**config.mk**
```make
export PLATFORM = sky130hd
export DESIGN_NAME = rkc_fifo
export DESIGN_NICKNAME = d
export VERILOG_FILES = /design/src/rtl/core/rgb_kernel_convolution_edge_normalized_assert.svh /design/src/rtl/core/rkc_fifo.sv
export SDC_FILE = /design/constraint.sdc
export NUM_CORES = 1
export LEC_CHECK = 0
export BUFFER_PORTS_ARGS = -buffer_cell sky130_fd_sc_hd__buf_2
export CORE_ASPECT_RATIO = 0.5
export CORE_UTILIZATION = 55
export DETAILED_ROUTE_END_ITERATION = 10
export GPL_ROUTABILITY_DRIVEN = 0
export PLACE_DENSITY_LB_ADDON = 0.25
export SYNTH_ARGS = -nofsm -noshare
export SYNTH_HDL_FRONTEND = slang
export SYNTH_SLANG_ARGS = --single-unit
export TNS_END_PERCENT = 20
```
**constraint.sdc**
```tcl
create_clock -name clk -period 2.41 [get_ports clk]
set_input_delay 0.482 -clock clk [delete_from_list [all_inputs] [get_ports clk]]
set_output_delay 0.482 -clock clk [all_outputs]
set_load 0.03 [all_outputs]
```
**src/rtl/core/rgb_kernel_convolution_edge_normalized_assert.svh**
```systemverilog
// ----------------------------------------------------------------------------
// RGB kernel convolution assertion macros
// Shared concurrent assertion forms, clocked on clk, disabled in reset.
// ----------------------------------------------------------------------------
`ifndef RGB_KERNEL_CONVOLUTION_EDGE_NORMALIZED_ASSERT_SVH
`define RGB_KERNEL_CONVOLUTION_EDGE_NORMALIZED_ASSERT_SVH

// same-cycle implication
`define RKC_ASSERT_IMPL(name, ante, cons, msg) \
	name: assert property (@(posedge clk) disable iff (!arst_n) (ante) |-> (cons)) \
	else $error(msg);

// next-cycle implication
`define RKC_ASSERT_NEXT(name, ante, cons, msg) \
	name: assert property (@(posedge clk) disable iff (!arst_n) (ante) |=> (cons)) \
	else $error(msg);

`endif

```
**src/rtl/core/rkc_fifo.sv**
```systemverilog
// ----------------------------------------------------------------------------
// rkc_fifo
// Small register queue with registered occupancy count.
// ----------------------------------------------------------------------------
module rkc_fifo #(
	parameter int WIDTH = 8,
	parameter int DEPTH = 4
) (
	input  logic             clk,
	input  logic             arst_n,
	input  logic             wr_en,
	input  logic [WIDTH-1:0] wr_data,
	input  logic             rd_en,
	output logic [WIDTH-1:0] rd_data,
	output logic             full,
	output logic             empty
);
	localparam int PW = (DEPTH > 1) ? $clog2(DEPTH) : 1;
	localparam int CW = $clog2(DEPTH + 1);

	logic [WIDTH-1:0] data_q [DEPTH];
	logic [PW-1:0]    wr_ptr_q;
	logic [PW-1:0]    rd_ptr_q;
	logic [CW-1:0]    count_q;
	logic             do_wr;
	logic             do_rd;

	assign full    = (count_q == CW'(DEPTH));
	assign empty   = (count_q == '0);
	assign do_wr   = wr_en & ~full;
	assign do_rd   = rd_en & ~empty;
	assign rd_data = data_q[rd_ptr_q];

	always_ff @(posedge clk) begin
		if (do_wr) begin
			data_q[wr_ptr_q] <= wr_data;
		end
	end

	always_ff @(posedge clk or negedge arst_n) begin
		if (!arst_n) begin
			wr_ptr_q <= '0;
			rd_ptr_q <= '0;
			count_q  <= '0;
		end else begin
			if (do_wr) begin
				wr_ptr_q <= (wr_ptr_q == PW'(DEPTH - 1)) ? '0 : wr_ptr_q + PW'(1);
			end
			if (do_rd) begin
				rd_ptr_q <= (rd_ptr_q == PW'(DEPTH - 1)) ? '0 : rd_ptr_q + PW'(1);
			end
			if (do_wr && !do_rd) begin
				count_q <= count_q + CW'(1);
			end else if (do_rd && !do_wr) begin
				count_q <= count_q - CW'(1);
			end
		end
	end
endmodule

```
# Yosys cells after proc, flatten, opt, wreduce, memory -nomap -nowiden
# Memory sizes are Yosys's and may differ from the RTL's.
# Index checks and enable logic that the tools add are counted.
# op_classes
add_sub_neg	4
n_eq_ne	3
n_mux	6
n_bitwise	4
reduce_logical	6
# ops
operator	count
$mux 3	2
$add 2x1->2 const B	2
$eq 2x2->1 const B	2
$mux 2	2
$add 3x1->3 const B	1
$eq 3x3->1 const B	1
$logic_not 3->1	1
$sub 3x1->3 const B	1
$and 1x1->1	2
$logic_and 1x1->1	2
$logic_not 1->1	2
$mux 1	2
$not 1->1	2
$reduce_bool 2->1	1
# word_totals
register_bits	7
ramBits	32
inputBits	12
out_inout_bits	10
word_cells	27
n_memories	1
# mem_list
memory	words	word_bits	rd	rd_clocked_by_memory_dff	wr	line_no	rtl
data_q	4	8	1	0	1	rkc_fifo.sv:21	logic [WIDTH-1:0] data_q [DEPTH];

# Logic depth before layout (Yosys ltp)
# logic_depth
ltp_word	7
mapped_depth	9
ltp_nobuf	8

# Worst setup path before layout
# No wires, ideal clock.
# synth_path
kind	flip-flop to flip-flop
from	reg count_q[0]
to	reg count_q[2]
arrival_time_ns	2.460
t_required_ns	2.331
slack_ns	-0.129
stages_incl_launch_ff	9
path_buffers	0
path_cell_list	dfrtp_1 -> nor3_1 -> nand2b_4 -> ha_1 -> inv_1 -> fa_1 -> xor2_1 -> nor2_1 -> xor2_1
# synth_between
elab_chain_cells	6
word_cells_on_any_way	15
classes_between	add/sub: 2; eq/ne: 1; mux: 2; bitwise: 4; reduce/logical: 6
# synth_rtl
element	line_no	rtl
start, declared	rkc_fifo.sv:24	logic [CW-1:0] count_q;
start signal, assigned	rkc_fifo.sv:53	count_q <= count_q + CW'(1);
start signal, assigned	rkc_fifo.sv:55	count_q <= count_q - CW'(1);
$logic_not 3->1 (*)	rkc_fifo.sv:29	assign empty = (count_q == '0);
net empty	rkc_fifo.sv:16	output logic empty
$not 1->1 (*)	rkc_fifo.sv:31	assign do_rd = rd_en & ~empty;
$and 1x1->1 (*)	rkc_fifo.sv:31	
$logic_not 1->1	rkc_fifo.sv:52	if (do_wr && !do_rd) begin
$logic_and 1x1->1	rkc_fifo.sv:52	
$mux 3 / $reduce_bool 2->1 (equally long branches)	n/a	
# The timed path passes the listed nets; every way through them passes the cells marked *. The select of a mux whose other input is x is not followed.
# A chain may end at the register's enable or synchronous reset.

# Worst setup path in the final report
# layout_path
from	reg rd_ptr_q[0]
to	out rd_data[5]
# layout_between
elab_chain_cells	1
# layout_rtl
element	line_no	rtl
start, declared	rkc_fifo.sv:23	logic [PW-1:0] rd_ptr_q;
start signal, assigned	rkc_fifo.sv:50	rd_ptr_q <= (rd_ptr_q == PW'(DEPTH - 1)) ? '0 : rd_ptr_q + PW'(1);
$mem_v2 4x8	n/a	
end, declared	rkc_fifo.sv:14	output logic [WIDTH-1:0] rd_data,
# No other way between the ends.

==> results.cfg <==
[synth]
netlist_area_before_placement_um2 = 1620
yosys.cell_count.top_type = sky130_fd_sc_hd__edfxtp_1
post-synth-top-area-fraction_pct = 59.3
synth-edff-count = 32
ys_seq_area_share_pct = 70.1
synth.top_cells.by_area = sky130_fd_sc_hd__edfxtp_1 (59%), sky130_fd_sc_hd__mux4_2 (11%), sky130_fd_sc_hd__dfrtp_1 (11%), sky130_fd_sc_hd__ha_1 (4.6%), sky130_fd_sc_hd__mux2_2 (2.1%)
yosys.cell_types.count = 19
ys.warnings.count = 0
synthCells = 79
synth_ff_type = sky130_fd_sc_hd__edfxtp_1
syn_avg_cell_area_um2 = 20.5
dominant_cell_type_by_area_after_synthesis = sky130_fd_sc_hd__edfxtp_1
synth.net_count = 98
ys_async_sr_fraction_pct = 17.9
postSynthRegisterBits = 39
synth_common_cells = sky130_fd_sc_hd__edfxtp_1 (32), sky130_fd_sc_hd__mux4_2 (8), sky130_fd_sc_hd__dfrtp_1 (7)

[worst_setup_path]
timing.critical_path.max_delay_family = flip-flops
timing.critical_path.required_ns = 1.93
setup.worst_path.start_class = flop
crit_path_top_delay_cell = sky130_fd_sc_hd__dfrtp_1
critical_path.endpoint_type = primary output
crit_path_start = rd_ptr_q[0]
critical_path.cell_chain = mux4_2, buf_2
timing.rr.start = count_q[2]
path_class = flop to primary output
worstPathMaxFanout = 11
r2r_slack_ns = 0.36
timing.critical_path.buf_inv = 1
worst_path_arrival_ns = 1.80
timing.critical_path.slowest_cell_delay_ns = 0.73

[timing]
max_slew_margin_pct = 59.3
rsz0062_at_grt = false
clock.fmax_mhz = 438
aggregate_negative_setup_slack_ns = 0
clock_skew_ns = 0.00405
pins_over_slew_limit = 0
hold_viol = 0
setup_viol_count_final = 0
tightest_slew_ns = 0.610
layout_min_cycle_time_ns = 2.28
final.setup.worst_slack_ns = 0.127
finalCritPeriodShare_pct = 94.7

[detailed_routing]
wire_per_inst_um = 18.2
detailedRoute.firstPassIterationCount = 4
drcViolationCount = 0
post_drt_via_cell_ratio = 5.30
drt_iter0_drc = 37
antenna_left = 0
post_route_wl_um = 2580
dr_total_vias = 752

[floorplanning]
fp.dieArea_um2 = 3180
boundaryPins = 22
row_count = 13
fp.coreArea_um2 = 2700
initial_core_util_pct = 60.0
fp.dieW_um = 78.8
die_y_um = 40.4

[clocking]
htree_levels = 2
postCtsResizedCells = 0
clkTransAtPathRegs_ns = 0.07
post_cts_buffers = 0
clk_root_buffer_cell = sky130_fd_sc_hd__clkbuf_8
cts_tree = done
worst_skew_pair.late_latency_ns = 0.28
cts_sinks = 39
clk_path_buf_depth = 2
numCtsBuffers = 5
post_cts_hold_buffers = 0

[grt]
grtUsageTotal_pct = 18.9
grt_start_max_net_pins = 13
antenna_found_initial = 0
number_of_global_route_vias_before_repair = 736
grt_first_pass_wirelength_um = 3860
grt-ovfl-total = 0

[pwr]
cell_internal_pwr_mw = 1.51
pwrdens_nw_per_um2 = 1280
ir_worst_vdd_mv = 0.657
total_leakage_power_nw = 0.696
power_frac_clock_pct = 17.7
switching_share_pct = 35.7
combPwrFrac_pct = 36.2
total_switching_power_mw = 0.840
sequentialPowerShare_pct = 46.1

[cells_and_area]
n_antenna_cell = 0
syn2layout_area_growth_pct = 13.7
final_layout_size_suffix_gt1_share_pct = 46.7
nNetsFinal = 123

[hold_path]
worst_hold_path_type = input pin to async pin

[status]
run_status = completed

[placed_design]
pre_cts_ws_ns = 0.358
detailed_place_hpwl_um = 1840
port_buf_inserts = 21

[flow_run]
drv_cap = 0
[power groups by stage]
stage               clock, mW  sequential, mW  combinational, mW
floorplan                   0            1.00              0.748
global placement            0            1.08              0.821
detailed placement          0            1.10              0.864
CTS                     0.428            1.09              0.870
global route            0.460            1.11              0.919
finish                  0.415            1.08              0.850
[cell usage in the layout (no fill, tap or decap), drive strengths merged, types with 2 or more instances in the layout]
master  count
and2        4
dfrtp       7
ha          6
xor2        2
clkbuf      6
nor2        3
inv         3
mux4        8
mux2        5
buf        21
edfxtp     32
[flip-flops by register name (all words and copies together), names as in the netlist]
register  cells
count_q       3
rd_ptr_q      2
wr_ptr_q      2
data_q       32
[metal layers]
metal	track usage (%)	share of wire, %	vias to the layer above
li1	-	-	349
met1	23.3	44	381
met2	32.0	51	20
met3	6.82	4.3	2
met4	6.94	0.31	0
met5	0	0	-
[cells by family (layout without fill, tap and decap cells)]
family                   after synthesis  count (layout)  share of synthesized area [%]
multiplexers                          13              13                           15.1
buffers and inverters                  6              32                           1.93
flip-flops                            39              39                           70.1
XOR/XNOR                               3               3                           1.62
adder cells (fa/ha/maj)                7               7                           5.87
AND/OR/NAND/NOR                       11              11                           5.41
[metrics by stage]
step           instance area [um^2]  cells  utilization [%]  hold slack, ns  total power [mW]
2_1_floorplan                  1630     79                -           0.186              1.75
3_3_place_gp                   1760    134             65.1           0.320              1.90
3_5_place_dp                   1760    134             65.1           0.329              1.97
4_1_cts                        1840    142             68.2          0.0218              2.39
5_1_grt                        1840    142             68.2          0.0202              2.49
6_report                       1840    142             68.2          0.0249              2.35
[cell type report]
type / instances / area [um^2]
multi-input combinational: 34 / 458
sequential: 39 / 1140
inverter: 3 / 11.3
fill: 194 / 858
clock inverter: 2 / 12.5
tap: 37 / 46.3
timing repair buffer: 21 / 105
clock buffer: 6 / 72.6
[path summary, 6_finish.rpt]
path	end	cells past startpoint
worst min-delay path	wr_ptr_q[0]	1
min in group clk	data_q[2][5]	1
max in group asynchronous	rd_ptr_q[0]	1
worst max-delay path	rd_data[5]	2
worst min register to register	count_q[2]	1
worst max register to register	count_q[2]	8
Note: power is estimated with default switching activity, not from simulation.
