`src/rtl/core/rgb_kernel_convolution_edge_normalized_assert.svh`:
```
// ----------------------------------------------------------------------------
// RGB kernel convolution assertion macros
// Shared concurrent assertion forms, clocked on clk, disabled in reset.
// ----------------------------------------------------------------------------
`ifndef RGB_KERNEL_CONVOLUTION_EDGE_NORMALIZED_ASSERT_SVH
`define RGB_KERNEL_CONVOLUTION_EDGE_NORMALIZED_ASSERT_SVH

// same-cycle implication
`define RKC_ASSERT_IMPL(name, ante, cons, msg) \
	name: assert property (@(posedge clk) disable iff (!arst_n) (ante) |-> (cons)) \
	else $error(msg);

// next-cycle implication
`define RKC_ASSERT_NEXT(name, ante, cons, msg) \
	name: assert property (@(posedge clk) disable iff (!arst_n) (ante) |=> (cons)) \
	else $error(msg);

`endif

```
`src/rtl/core/rkc_pkg.sv`:
```
// ----------------------------------------------------------------------------
// rkc_pkg
// Shared types and constants of the RGB kernel convolution block.
// ----------------------------------------------------------------------------
package rkc_pkg;

	localparam int PIX_W      = 8;
	localparam int NUM_COEFFS = 25;
	localparam int COEF_VEC_W = 200;
	localparam int REG_IDX_W  = 3;
	localparam int CFG_DATA_W = 64;
	localparam int ROW_W      = 12;

	localparam logic ACT_PUSH  = 1'b0;
	localparam logic ACT_DRAIN = 1'b1;

	typedef enum logic [REG_IDX_W-1:0] {
		REG_WIDTH  = 3'd0,
		REG_HEIGHT = 3'd1,
		REG_RADIUS = 3'd2,
		REG_COEF0  = 3'd3,
		REG_COEF1  = 3'd4,
		REG_COEF2  = 3'd5,
		REG_COEF3  = 3'd6
	} cfg_reg_t;

	typedef enum logic [2:0] {
		BK_IDLE,
		BK_ACC,
		BK_FLUSH,
		BK_LOAD,
		BK_DIV,
		BK_OUT
	} bk_state_t;

	typedef struct packed {
		logic             last;
		logic             zero_div;
		logic [PIX_W-1:0] red;
		logic [PIX_W-1:0] green;
		logic [PIX_W-1:0] blue;
	} res_t;

endpackage

```
`src/rtl/core/rkc_front.sv`:
```
// ----------------------------------------------------------------------------
// rkc_front
// Accepts pixel and drain words, tracks frame position, writes the line
// store and issues one job per output pixel.
// ----------------------------------------------------------------------------
module rkc_front #(
	parameter int MAX_WIDTH  = 2048,
	parameter int MAX_RADIUS = 2
) (
	input  logic                                    clk,
	input  logic                                    arst_n,
	input  logic                                    push,
	input  logic                                    action,
	input  logic [3*rkc_pkg::PIX_W-1:0]             pix,
	input  logic [$clog2(MAX_WIDTH+1)-1:0]          w_eff,
	input  logic [rkc_pkg::ROW_W-1:0]               h_eff,
	input  logic [$clog2(MAX_RADIUS+1)-1:0]         rad_eff,
	input  logic                                    jobq_full,
	input  logic                                    jobq_empty,
	input  logic                                    back_idle,
	output logic                                    full,
	output logic                                    job_push,
	output logic [rkc_pkg::ROW_W + $clog2(MAX_WIDTH)
		+ $clog2(MAX_WIDTH*(2*MAX_RADIUS+1)):0]      job_data,
	output logic                                    st_we,
	output logic [$clog2(MAX_WIDTH*(2*MAX_RADIUS+1))-1:0] st_addr,
	output logic [3*rkc_pkg::PIX_W-1:0]             st_data
);
	localparam int DEPTH = MAX_WIDTH * (2 * MAX_RADIUS + 1);
	localparam int PTR_W = $clog2(DEPTH);
	localparam int COL_W = $clog2(MAX_WIDTH);
	localparam int WW    = $clog2(MAX_WIDTH + 1);
	localparam int RW    = rkc_pkg::ROW_W;
	localparam int LAG_W = $clog2(MAX_RADIUS * MAX_WIDTH + MAX_RADIUS + 1);

	logic [RW-1:0]    in_row_q, out_row_q;
	logic [COL_W-1:0] in_col_q, out_col_q;
	logic [PTR_W-1:0] wr_ptr_q, out_ptr_q;
	logic [LAG_W-1:0] ahead_q;
	logic             done_q;
	logic             wait_q;

	logic             accept, is_push, is_drain, emit, emit_push;
	logic [WW-1:0]    in_col_inc, out_col_inc;
	logic [RW:0]      in_row_inc, out_row_inc;
	logic             in_col_wrap, out_col_wrap, done_new, last;
	logic [LAG_W-1:0] lag;

	assign full      = jobq_full | wait_q;
	assign accept    = push & ~full;
	assign is_push   = accept & (action == rkc_pkg::ACT_PUSH) & ~done_q;
	assign is_drain  = accept & (action == rkc_pkg::ACT_DRAIN) & done_q;

	assign in_col_inc  = WW'(in_col_q) + WW'(1);
	assign in_col_wrap = (in_col_inc >= w_eff);
	assign in_row_inc  = (RW+1)'(in_row_q) + (RW+1)'(1);
	assign done_new    = in_col_wrap & (in_row_inc >= (RW+1)'(h_eff));

	assign lag       = LAG_W'(rad_eff) * LAG_W'(w_eff) + LAG_W'(rad_eff);
	assign emit_push = is_push & (done_new | (ahead_q >= lag));
	assign emit      = emit_push | is_drain;

	assign out_col_inc  = WW'(out_col_q) + WW'(1);
	assign out_col_wrap = (out_col_inc >= w_eff);
	assign out_row_inc  = (RW+1)'(out_row_q) + (RW+1)'(1);
	assign last         = out_col_wrap & (out_row_inc >= (RW+1)'(h_eff));

	assign job_push = emit;
	assign job_data = {out_row_q, out_col_q, out_ptr_q, last};
	assign st_we    = is_push;
	assign st_addr  = wr_ptr_q;
	assign st_data  = pix;

	always_ff @(posedge clk or negedge arst_n) begin
		if (!arst_n) begin
			in_row_q  <= '0;
			in_col_q  <= '0;
			out_row_q <= '0;
			out_col_q <= '0;
			wr_ptr_q  <= '0;
			out_ptr_q <= '0;
			ahead_q   <= '0;
			done_q    <= 1'b0;
			wait_q    <= 1'b0;
		end else begin
			if (wait_q && jobq_empty && back_idle) begin
				wait_q <= 1'b0;
			end
			if (is_push) begin
				wr_ptr_q <= (wr_ptr_q == PTR_W'(DEPTH - 1)) ? '0 : wr_ptr_q + PTR_W'(1);
				if (in_col_wrap) begin
					in_col_q <= '0;
					in_row_q <= in_row_inc[RW-1:0];
				end else begin
					in_col_q <= in_col_inc[COL_W-1:0];
				end
				if (done_new) begin
					done_q <= 1'b1;
				end
				if (!emit_push) begin
					ahead_q <= ahead_q + LAG_W'(1);
				end
			end
			if (emit) begin
				out_ptr_q <= (out_ptr_q == PTR_W'(DEPTH - 1)) ? '0 : out_ptr_q + PTR_W'(1);
				if (out_col_wrap) begin
					out_col_q <= '0;
					out_row_q <= out_row_inc[RW-1:0];
				end else begin
					out_col_q <= out_col_inc[COL_W-1:0];
				end
				if (last) begin
					in_row_q  <= '0;
					in_col_q  <= '0;
					out_row_q <= '0;
					out_col_q <= '0;
					wr_ptr_q  <= '0;
					out_ptr_q <= '0;
					ahead_q   <= '0;
					done_q    <= 1'b0;
					wait_q    <= 1'b1;
				end
			end
		end
	end
endmodule

```
`config.mk`:
```
export PLATFORM = sky130hd
export DESIGN_NAME = rkc_front
export DESIGN_NICKNAME = d
export VERILOG_FILES = /design/src/rtl/core/rgb_kernel_convolution_edge_normalized_assert.svh /design/src/rtl/core/rkc_pkg.sv /design/src/rtl/core/rkc_front.sv
export SDC_FILE = /design/constraint.sdc
export NUM_CORES = 1
export LEC_CHECK = 0
export BUFFER_PORTS_ARGS = -buffer_cell sky130_fd_sc_hd__clkbuf_2
export CORE_ASPECT_RATIO = 0.75
export CORE_MARGIN = 4
export CORE_UTILIZATION = 39
export DETAILED_ROUTE_END_ITERATION = 8
export GPL_TIMING_DRIVEN = 0
export SETUP_SLACK_MARGIN = 0.5
export SYNTH_ARGS = -nofsm -noshare
export SYNTH_HDL_FRONTEND = slang
export SYNTH_SLANG_ARGS = --single-unit
```
`constraint.sdc`:
```
create_clock -name clk -period 6.6 [get_ports clk]
set_clock_uncertainty 0.05 [all_clocks]
set_input_delay 0.33 -clock clk [delete_from_list [all_inputs] [get_ports clk]]
set_output_delay 0.33 -clock clk [all_outputs]
set_load 0.1 [all_outputs]
```
Yosys cells after proc, flatten, opt, wreduce, memory -nomap -nowiden. Index checks and enable logic that the tools add are counted.

Flip-flop bits (word level): 89. Bits of input ports: 57. Word-level logic and storage cells: 72.

$add $sub $neg: 8. Multiply operators: 1. $lt $le $gt $ge: 5. Equal/unequal tests: 2. Mux-type cells: 29. Bitwise gates (word level): 14. Reduce and logical (&&, ||, !) cells: 4.

Operator list (number): 14-bit 2-to-1 mux (6); 12-bit 2-to-1 mux (6); 11-bit 2-to-1 mux (6); 13-bit 2-to-1 mux (4); 14-bit by 1-bit adder with 14-bit output, second input constant (2); 14-bit equality test, second input constant (2); 12-bit by 1-bit adder with 13-bit output, second input constant (2); 13-bit by 12-bit >= comparator with 1-bit output (2); 11-bit by 1-bit adder with 12-bit output, second input constant (2); 12-bit >= comparator (2); 13-bit by 1-bit adder with 13-bit output, second input constant (1); 13-bit by 2-bit adder with 13-bit output (1); 13-bit >= comparator (1); 2-bit by 12-bit multiplier with 13-bit output (1); 1-bit bitwise AND (8); 1-bit 2-to-1 mux (7); 1-bit inverter (3); 1-bit OR (3); 1-bit logical AND (2); 2-bit AND reduction (1); 2-bit nonzero test (1).

Logic depth before layout (Yosys ltp). Gate-level depths: netlist of the first run.

Depth in word-level cells: 10. Gate-level depth with buffers: 26.

Worst setup path before layout of the first run. OpenSTA, ideal clock, no wires.

Kind: input port to flip-flop. Start: input port rad_eff[1]. End: register out_col_q[3]. Library setup time: 0.120 ns. Arrival time: 4.591 ns. Required time: 6.430 ns. Path slack: 1.839 ns. Stages on the path: 23. Buffers on the path: 3. Cells stage by stage: clkbuf_1 -> and2_1 -> fa_1 -> ha_1 -> a21o_1 -> a21oi_1 -> o21ai_0 -> a31oi_1 -> nor2b_1 -> o21a_1 -> o41a_1 -> xnor2_1 -> ha_1 -> nand2_1 -> nor2_1 -> a211oi_1 -> o2111ai_1 -> a22oi_2 -> o21a_1 -> buf_4 -> inv_2 -> buf_2 -> a31o_2.

Cells in the longest elaborated chain, start to end: 6.

Ends and longest elaborated chain: start, declared (line rkc_front.sv:17) `input logic [$clog2(MAX_RADIUS+1)-1:0] rad_eff,`; 2-bit by 12-bit multiplier with 13-bit output (line rkc_front.sv:59) `assign lag = LAG_W'(rad_eff) * LAG_W'(w_eff) + LAG_W'(rad_eff);`; 13-bit by 2-bit adder with 13-bit output * (line rkc_front.sv:59); 13-bit >= comparator * (line rkc_front.sv:60) `assign emit_push = is_push & (done_new | (ahead_q >= lag));`; 1-bit OR * (line rkc_front.sv:60); 1-bit bitwise AND * (line rkc_front.sv:60); 1-bit OR * (line rkc_front.sv:61) `assign emit = emit_push | is_drain;`; via job_push (line rkc_front.sv:22) `output logic job_push,`; end signal, assigned (line rkc_front.sv:110) `out_col_q <= out_col_inc[COL_W-1:0];`; end, declared (line rkc_front.sv:37) `logic [COL_W-1:0] in_col_q, out_col_q;`.

The timed path passes the listed nets; every way through them passes the cells marked *. A chain may end at the register's enable or synchronous reset.

Worst setup path in the final report of the first run.
Start: input port rad_eff[1]. End: output port job_push.

Cells in the longest elaborated chain, start to end: 6.

Ends and longest elaborated chain (line): 2-bit by 12-bit multiplier with 13-bit output (rkc_front.sv:59); 13-bit by 2-bit adder with 13-bit output * (rkc_front.sv:59); 13-bit >= comparator * (rkc_front.sv:60); 1-bit OR * (rkc_front.sv:60); 1-bit bitwise AND * (rkc_front.sv:60); 1-bit OR * (rkc_front.sv:61); end, declared (rkc_front.sv:22).

Mark *: on every way between the ends. The rest lies on a longest branch, timed or not.

==> flow_metrics.py, run 1 <==
metrics = {
    "die": {
        "row_count": 42,
        "ioPinCount": 136,
        "dieArea_um2": 20740,
        "die_x_um": 165.0,
        "core_area_um2": 17870,
        "start_util": 0.4034,
        "die_h_um": 125.7,
    },
    "sta": {
        "rsz0062_at_grt": "false",
        "finalSetupViolCount": 0,
        "drv_slew": 0,
        "final_hold_viol_count": 11,
        "period_share": 0.8542,
        "worstMarginPinSlew_ns": 0.6874,
        "fin_crit_ns": 5.638,
        "final.setup.tns_ns": 0,
        "whs_ns": -0.02360,
        "fmax_ghz": 0.1774,
        "max_slew_margin": 0.5417,
        "timing.final.ws_setup_ns": 0.9620,
    },
    "routing": {
        "drtIter0Drc": 366,
        "num_vias": 6173,
        "firstDrtPassIters": 5,
        "avgRoutedWirePerCell_um": 15.16,
        "avgViaCountPerCell": 5.153,
        "antenna_left": 0,
        "routed_wl_um": 18160,
        "drc": 0,
    },
    "cells_and_area": {
        "nets": 1099,
        "synthToLayoutAreaGrowth_pct": 17.53,
        "n_antenna_cell": 0,
        "drive_above_1_share": 0.1935,
        "final_cells": 1198,
        "finish.utilization": 0.4741,
        "design_area_um2": 8471,
    },
    "cts": {
        "clk_path_buf_depth": 2,
        "cts_tree": "built",
        "cts_buffers": 9,
        "clk_pin_slew_ns": 0.06,
        "htree_levels": 3,
        "cts-root-buf": "clkbuf_16",
        "hold_buffers": 0,
        "cts_num_sinks": 89,
        "worstSkewPairLatency_ns": 0.35,
    },
    "worst_setup_path": {
        "critPathRequiredTime_ns": 6.22,
        "crit_path_start_kind": "input pin",
        "cp-end-kind": "primary output",
        "critPathArrivalTime_ns": 5.26,
        "path_class": "input pin to primary output",
        "cp_max_fo": 10,
    },
    "power": {
        "powerDensity_nw_per_um2": 221.4,
        "p_leak_nw": 4.363,
        "totalPowerFinal_mw": 1.875,
        "ir_drop_uv": 203.3,
    },
    "synth": {
        "ys_seq_area_frac": 0.3090,
        "ys_top_cells_by_area": "dfrtp_1, ha_1, xor2_1",
        "async_reset_ff_frac": 1.000,
        "syn-num-nets": 975,
        "yosysUniqueCellTypes": 66,
        "synthFlopType": "dfrtp_1",
        "syn_area_um2": 7207,
        "syn_area_per_cell_um2": 8.715,
        "synth_edf_count": 0,
        "synth_largest_area_cell": "dfrtp_1",
        "yosys_warnings": 0,
        "synth_seq_cells": 89,
        "synthesis.instances": 827,
        "synth.top_cell.area_share": 0.3090,
    },
    "run": {
        "drv_cap": 0,
    },
    "placed_design": {
        "dp.cells": 1181,
        "io_buffers": 111,
        "placed_area_um2": 8095,
        "dp_hpwl_um": 14480,
        "place_congestion": 0.8498,
        "post-place-ws_ns": 0.4639,
    },
    "outcome": {
        "violations": "negative hold slack",
        "status": "finished, violations left",
    },
    "global_route": {
        "grt-ovfl-total": 0,
        "antenna_found_initial": 0,
        "grtUsageTotal": 0.1777,
        "grt_pass1_wl_um": 29820,
        "grt_max_degree": 46,
        "grt_pass1_vias": 5777,
    },
    "min_path": {
        "min-delay-path-class": "input pin to async pin",
    },
}
-- final timing paths --
check / to / slack, ns / start / depth (start not counted)
max in group asynchronous: out_row_q[11]$_DFFE_PN0P_ / 5.86 / arst_n / 2
max: job_push / 0.96 / rad_eff[1] / 24
min in group clk: wait_q$_DFF_PN0_ / 0.19 / jobq_empty / 3
min: st_addr[5]$_DFF_PN0_ / -0.02 / arst_n / 1
max reg2reg: ahead_q[12]$_DFF_PN0_ / 2.41 / in_col_q[0]$_DFF_PN0_ / 17
min reg2reg: wait_q$_DFF_PN0_ / 0.45 / wait_q$_DFF_PN0_ / 1
-- worst max-delay path: stages --
cell and delay (ns):
clkbuf_2 0.13, clkbuf_2 0.19, and2_1 0.18, fa_1 0.41, ha_1 0.29, a21o_1 0.18, a21oi_1 0.27, o21ai_0 0.17
a31oi_1 0.28, nor2b_1 0.08, o21a_1 0.19, o41a_1 0.32, xnor2_1 0.23, ha_1 0.31, nand2_1 0.09, nor2_1 0.05
a211oi_2 0.25, o2111ai_1 0.21, a22oi_2 0.21, o21a_1 0.14, buf_4 0.19, inv_2 0.06, buf_2 0.19, clkbuf_4 0.30
-- state kept, by name (all words and copies together) (netlist names) --
name / flops
st_addr: 14
out_ptr_q: 14
in_col_q: 11
done_q: 1
out_row_q: 12
in_row_q: 12
ahead_q: 13
out_col_q: 11
wait_q: 1
-- repair_timing --
| item | 4_1_cts | 5_1_grt |
|---|---|---|
| setup buffers | 0 | 1 |
| setup endpoints to repair | 1 | 1 |
| resized for setup | 2 | 3 |
| pin swaps | 0 | 1 |
-- where the power goes --
group          total, mW  switching [mW]  internal (mW)  leakage [nW]
Combinational      0.607           0.439          0.167          3.00
Sequential         0.657          0.0632          0.594          1.20
Clock              0.612           0.230          0.382         0.165
Total               1.88           0.733           1.14          4.36
-- per-layer routing --
| layer | track usage | vias up | share of wire |
|---|---|---|---|
| met5 | 0 | - | 0 |
| li1 | - | 3132 | - |
| met1 | 0.2784 | 2875 | 0.52 |
| met3 | 0.03592 | 8 | 0.057 |
| met2 | 0.2498 | 158 | 0.41 |
| met4 | 0.03814 | 0 | 0.0091 |
-- cell usage in the layout, fill, tap and decap left out, types with 23 or more instances in the layout --
| cell | Yosys | final |
|---|---|---|
| ha_1 | 89 | 89 |
| inv_1 | 39 | 39 |
| clkbuf_2 | 0 | 110 |
| nor2_1 | 97 | 97 |
| dfrtp_1 | 89 | 89 |
| xnor2_1 | 36 | 36 |
| xor2_1 | 47 | 47 |
| nand2_1 | 67 | 67 |
| nand4_1 | 23 | 23 |
| and3_1 | 27 | 27 |
| and2_1 | 29 | 29 |
| o21ai_0 | 32 | 32 |
| nand3_1 | 37 | 37 |
| a21oi_1 | 25 | 25 |
| buf_4 | 27 | 28 |
-- final cells by class --
cell class                      count  area (um^2)
Fill cell                        1778         9397
Clock inverter                      6        113.9
Clock buffer                       10        239.0
Timing Repair Buffer              113        595.6
Inverter                           41        153.9
Multi-Input combinational cell    648         4543
Buffer                             49        295.3
Sequential cell                    89         2227
Tap cell                          242        302.8
-- cells by family after synthesis --
group / share of synthesized area
XOR/XNOR: 0.1009
multiplexers: 0.004167
AO/OA/AOI/OAI: 0.1476
AND/OR/NAND/NOR: 0.2161
adder cells (fa/ha/maj): 0.1601
flip-flops: 0.3090
buffers and inverters: 0.06215
-- cell usage after synthesis (4+ instances only) --
library cell and n:
nor2_1 97, dfrtp_1 89, ha_1 89, nand2_1 67, xor2_1 47, inv_1 39
nand3_1 37, xnor2_1 36, o21ai_0 32, and2_1 29, and3_1 27, buf_4 27
a21oi_1 25, nand4_1 23, clkbuf_1 13, nand2b_1 12, o21ai_1 8, a21boi_1 7
a21o_1 7, buf_2 7, o31ai_1 7, a31o_1 6, o2bb2ai_1 6, a211oi_1 5
nor3_1 5, o21bai_1 5, o2bb2a_1 4, or3_1 4
Power figures use the tool's default switching activity.
==> inputs of run 2 (changes only) <==
--- a/config.mk
+++ b/config.mk
@@ -5,11 +5,12 @@
 export SDC_FILE = /design/constraint.sdc
 export NUM_CORES = 1
 export LEC_CHECK = 0
-export BUFFER_PORTS_ARGS = -buffer_cell sky130_fd_sc_hd__clkbuf_2
+export ABC_AREA = 0
 export CORE_ASPECT_RATIO = 0.75
 export CORE_MARGIN = 4
 export CORE_UTILIZATION = 39
 export DETAILED_ROUTE_END_ITERATION = 8
+export DONT_BUFFER_PORTS = 1
 export GPL_TIMING_DRIVEN = 0
 export SETUP_SLACK_MARGIN = 0.5
 export SYNTH_ARGS = -nofsm -noshare
==> run 2 against run 1 <==
Hold slack better by 0.14 ns; highest routed layer unchanged; flip-flop and latch count is the same; sequential share of layout area grew 2.1 points; largest power group unchanged; the flow now finishes without violations; utilization down 3.4 points; non-clock buffer count decreased by 111; register-to-register slack got worse by 0.69 ns; sequential power up 27%; clock-buffer cell count stayed put; combinational power decreased by 38%; clock power fell by 13%; via count down 6.0%.
==> flow_metrics.py, run 2 (synthesized netlist as in run 1, its figures left out) <==
metrics = {
    "routing": {
        "avgViaCountPerCell": 5.336,
        "drtIter0Drc": 350,
        "firstDrtPassIters": 5,
        "drc": 0,
        "antenna_left": 0,
        "met3_length_um": 1369,
        "num_vias": 5800,
        "drt-met1-wl_um": 8927,
        "routed.top_layer": "met4",
        "avgRoutedWirePerCell_um": 16.28,
        "route.met2.wl_um": 7193,
        "routed_wl_um": 17700,
    },
    "cells_and_area": {
        "mostFrequentLayoutCells": "nor2_1, ha_1, dfrtp_1",
        "nets": 988,
        "design_area_um2": 7855,
        "fill_cells": 1795,
        "final_common_cell": "nor2_1",
        "final_cells": 1087,
        "multiInputGateArea_um2": 4537,
        "n_antenna_cell": 0,
        "drive_above_1_share": 0.08402,
        "regArea_um2": 2227,
        "synthToLayoutAreaGrowth_pct": 8.993,
    },
    "die": {
        "core_area_um2": 17870,
        "row_count": 42,
        "dieArea_um2": 20740,
        "ioPinCount": 136,
        "start_util": 0.4034,
        "die_x_um": 165.0,
        "die_h_um": 125.7,
    },
    "global_route": {
        "grt_pass1_wl_um": 28820,
        "grt_max_degree": 90,
        "grt_pass1_vias": 5306,
        "antenna_found_initial": 0,
        "grt-ovfl-total": 0,
        "grtUsageTotal": 0.1717,
    },
    "cts": {
        "cts_num_sinks": 89,
        "cts_tree": "built",
        "cts_setup_buffers": 0,
        "cts_buffers": 9,
        "clk_pin_slew_ns": 0.07,
        "clk_path_buf_depth": 2,
        "worstSkewPairLatency_ns": 0.34,
        "htree_levels": 3,
        "cts-root-buf": "clkbuf_16",
    },
    "power": {
        "powerDensity_nw_per_um2": 221.9,
        "ir_drop_uv": 228.0,
        "totalPowerFinal_mw": 1.743,
        "p_leak_nw": 3.860,
    },
    "worst_setup_path": {
        "critPathRequiredTime_ns": 6.22,
        "slowest_stage": "fa_1",
        "crit_path_start_kind": "input pin",
        "path_class": "input pin to primary output",
        "cp-end-kind": "primary output",
        "rrSetupSlack_ns": 1.72,
        "path_cells": "clkbuf_1, and2_1, fa_1, ha_1, a21o_1, a21oi_1, o21ai_0, a31oi_1, nor2b_1, o21a_1, o41a_1, xnor2_1, ha_1, nand2_1, nor2_1, a211oi_2, o21ai_0, a22oi_2, o21a_1, buf_4, inv_2, buf_2",
        "critPathArrivalTime_ns": 5.29,
        "cp_max_fo": 10,
        "max_stage_delay_ns": 0.42,
    },
    "placed_design": {
        "dp_hpwl_um": 13880,
        "io_buffers": 0,
        "placed_area_um2": 7511,
        "place_congestion": 0.8494,
        "dp.cells": 1069,
    },
    "sta": {
        "finalSetupViolCount": 0,
        "worstMarginPinSlew_ns": 1.129,
        "fmax_ghz": 0.1763,
        "fin_crit_ns": 5.672,
        "period_share": 0.8594,
        "drv_slew": 0,
        "final.setup.tns_ns": 0,
        "final_hold_viol_count": 0,
        "rsz0062_at_grt": "false",
        "max_slew_margin": 0.2473,
    },
    "outcome": {
        "status": "finished clean",
    },
    "min_path": {
        "min-delay-path-class": "input pin to flop",
    },
    "run": {
        "drv_cap": 0,
    },
}
## run 2: report_power, final
group	switching [mW]	internal, mW	leakage (nW)
Clock	0.231	0.299	0.144
Sequential	0.249	0.589	1.20
Combinational	0.237	0.140	2.52
## run 2: per-stage QoR
step	util	setup WS (ns)	hold slack (ns)
global placement	0.4203	0.7476	-0.01128
floorplan	-	1.839	-0.01559
detailed placement	0.4204	0.7255	-0.01150
finish	0.4396	0.9283	0.1160
global route	0.4396	0.5537	0.1143
CTS	0.4394	0.7935	0.1049
## run 2: what timing repair did
action | 4_1_cts | 5_1_grt
hold buffers | 2 | 0
gates resized for setup | 0 | 1
setup endpoints to repair | 0 | 1
hold endpoints to repair | 89 | 0
## run 2: worst paths after layout
path,startpoint,to,depth (start not counted)
max,rad_eff[1],job_push,22
min,jobq_empty,wait_q$_DFF_PN0_,2
max reg2reg,out_col_q[0]$_DFFE_PN0N_,in_col_q[10]$_DFF_PN0_,13
min reg2reg,wait_q$_DFF_PN0_,wait_q$_DFF_PN0_,1
max in group asynchronous,arst_n,in_col_q[10]$_DFF_PN0_,2
min in group asynchronous,arst_n,st_addr[4]$_DFF_PN0_,2
## run 2: per-layer routing
layer / track usage / vias up
met4: 0.03765 / 0
met1: 0.2644 / 2719
met3: 0.04572 / 14
met2: 0.2385 / 157
li1: - / 2910
met5: 0 / -
## run 2: critical path, delay by kind of cell
kind | cells | cell delay (ns)
AOI/OAI and AO/OA | 10 | 2.45
buffers and inverters | 4 | 0.90
adders and majority gates | 3 | 0.94
xor gates and xnor gates | 1 | 0.19
and+or+nand+nor | 4 | 0.43
## run 2: final cells by class
| cell class | count | area share |
|---|---|---|
| Multi-Input combinational cell | 648 | 0.5776 |
| Sequential cell | 89 | 0.2835 |
| Clock buffer | 10 | 0.02915 |
| Inverter | 41 | 0.01959 |
| Tap cell | 242 | 0.03855 |
| Timing Repair Buffer | 2 | 0.004779 |
| Clock inverter | 6 | 0.009239 |
| Buffer | 49 | 0.03759 |
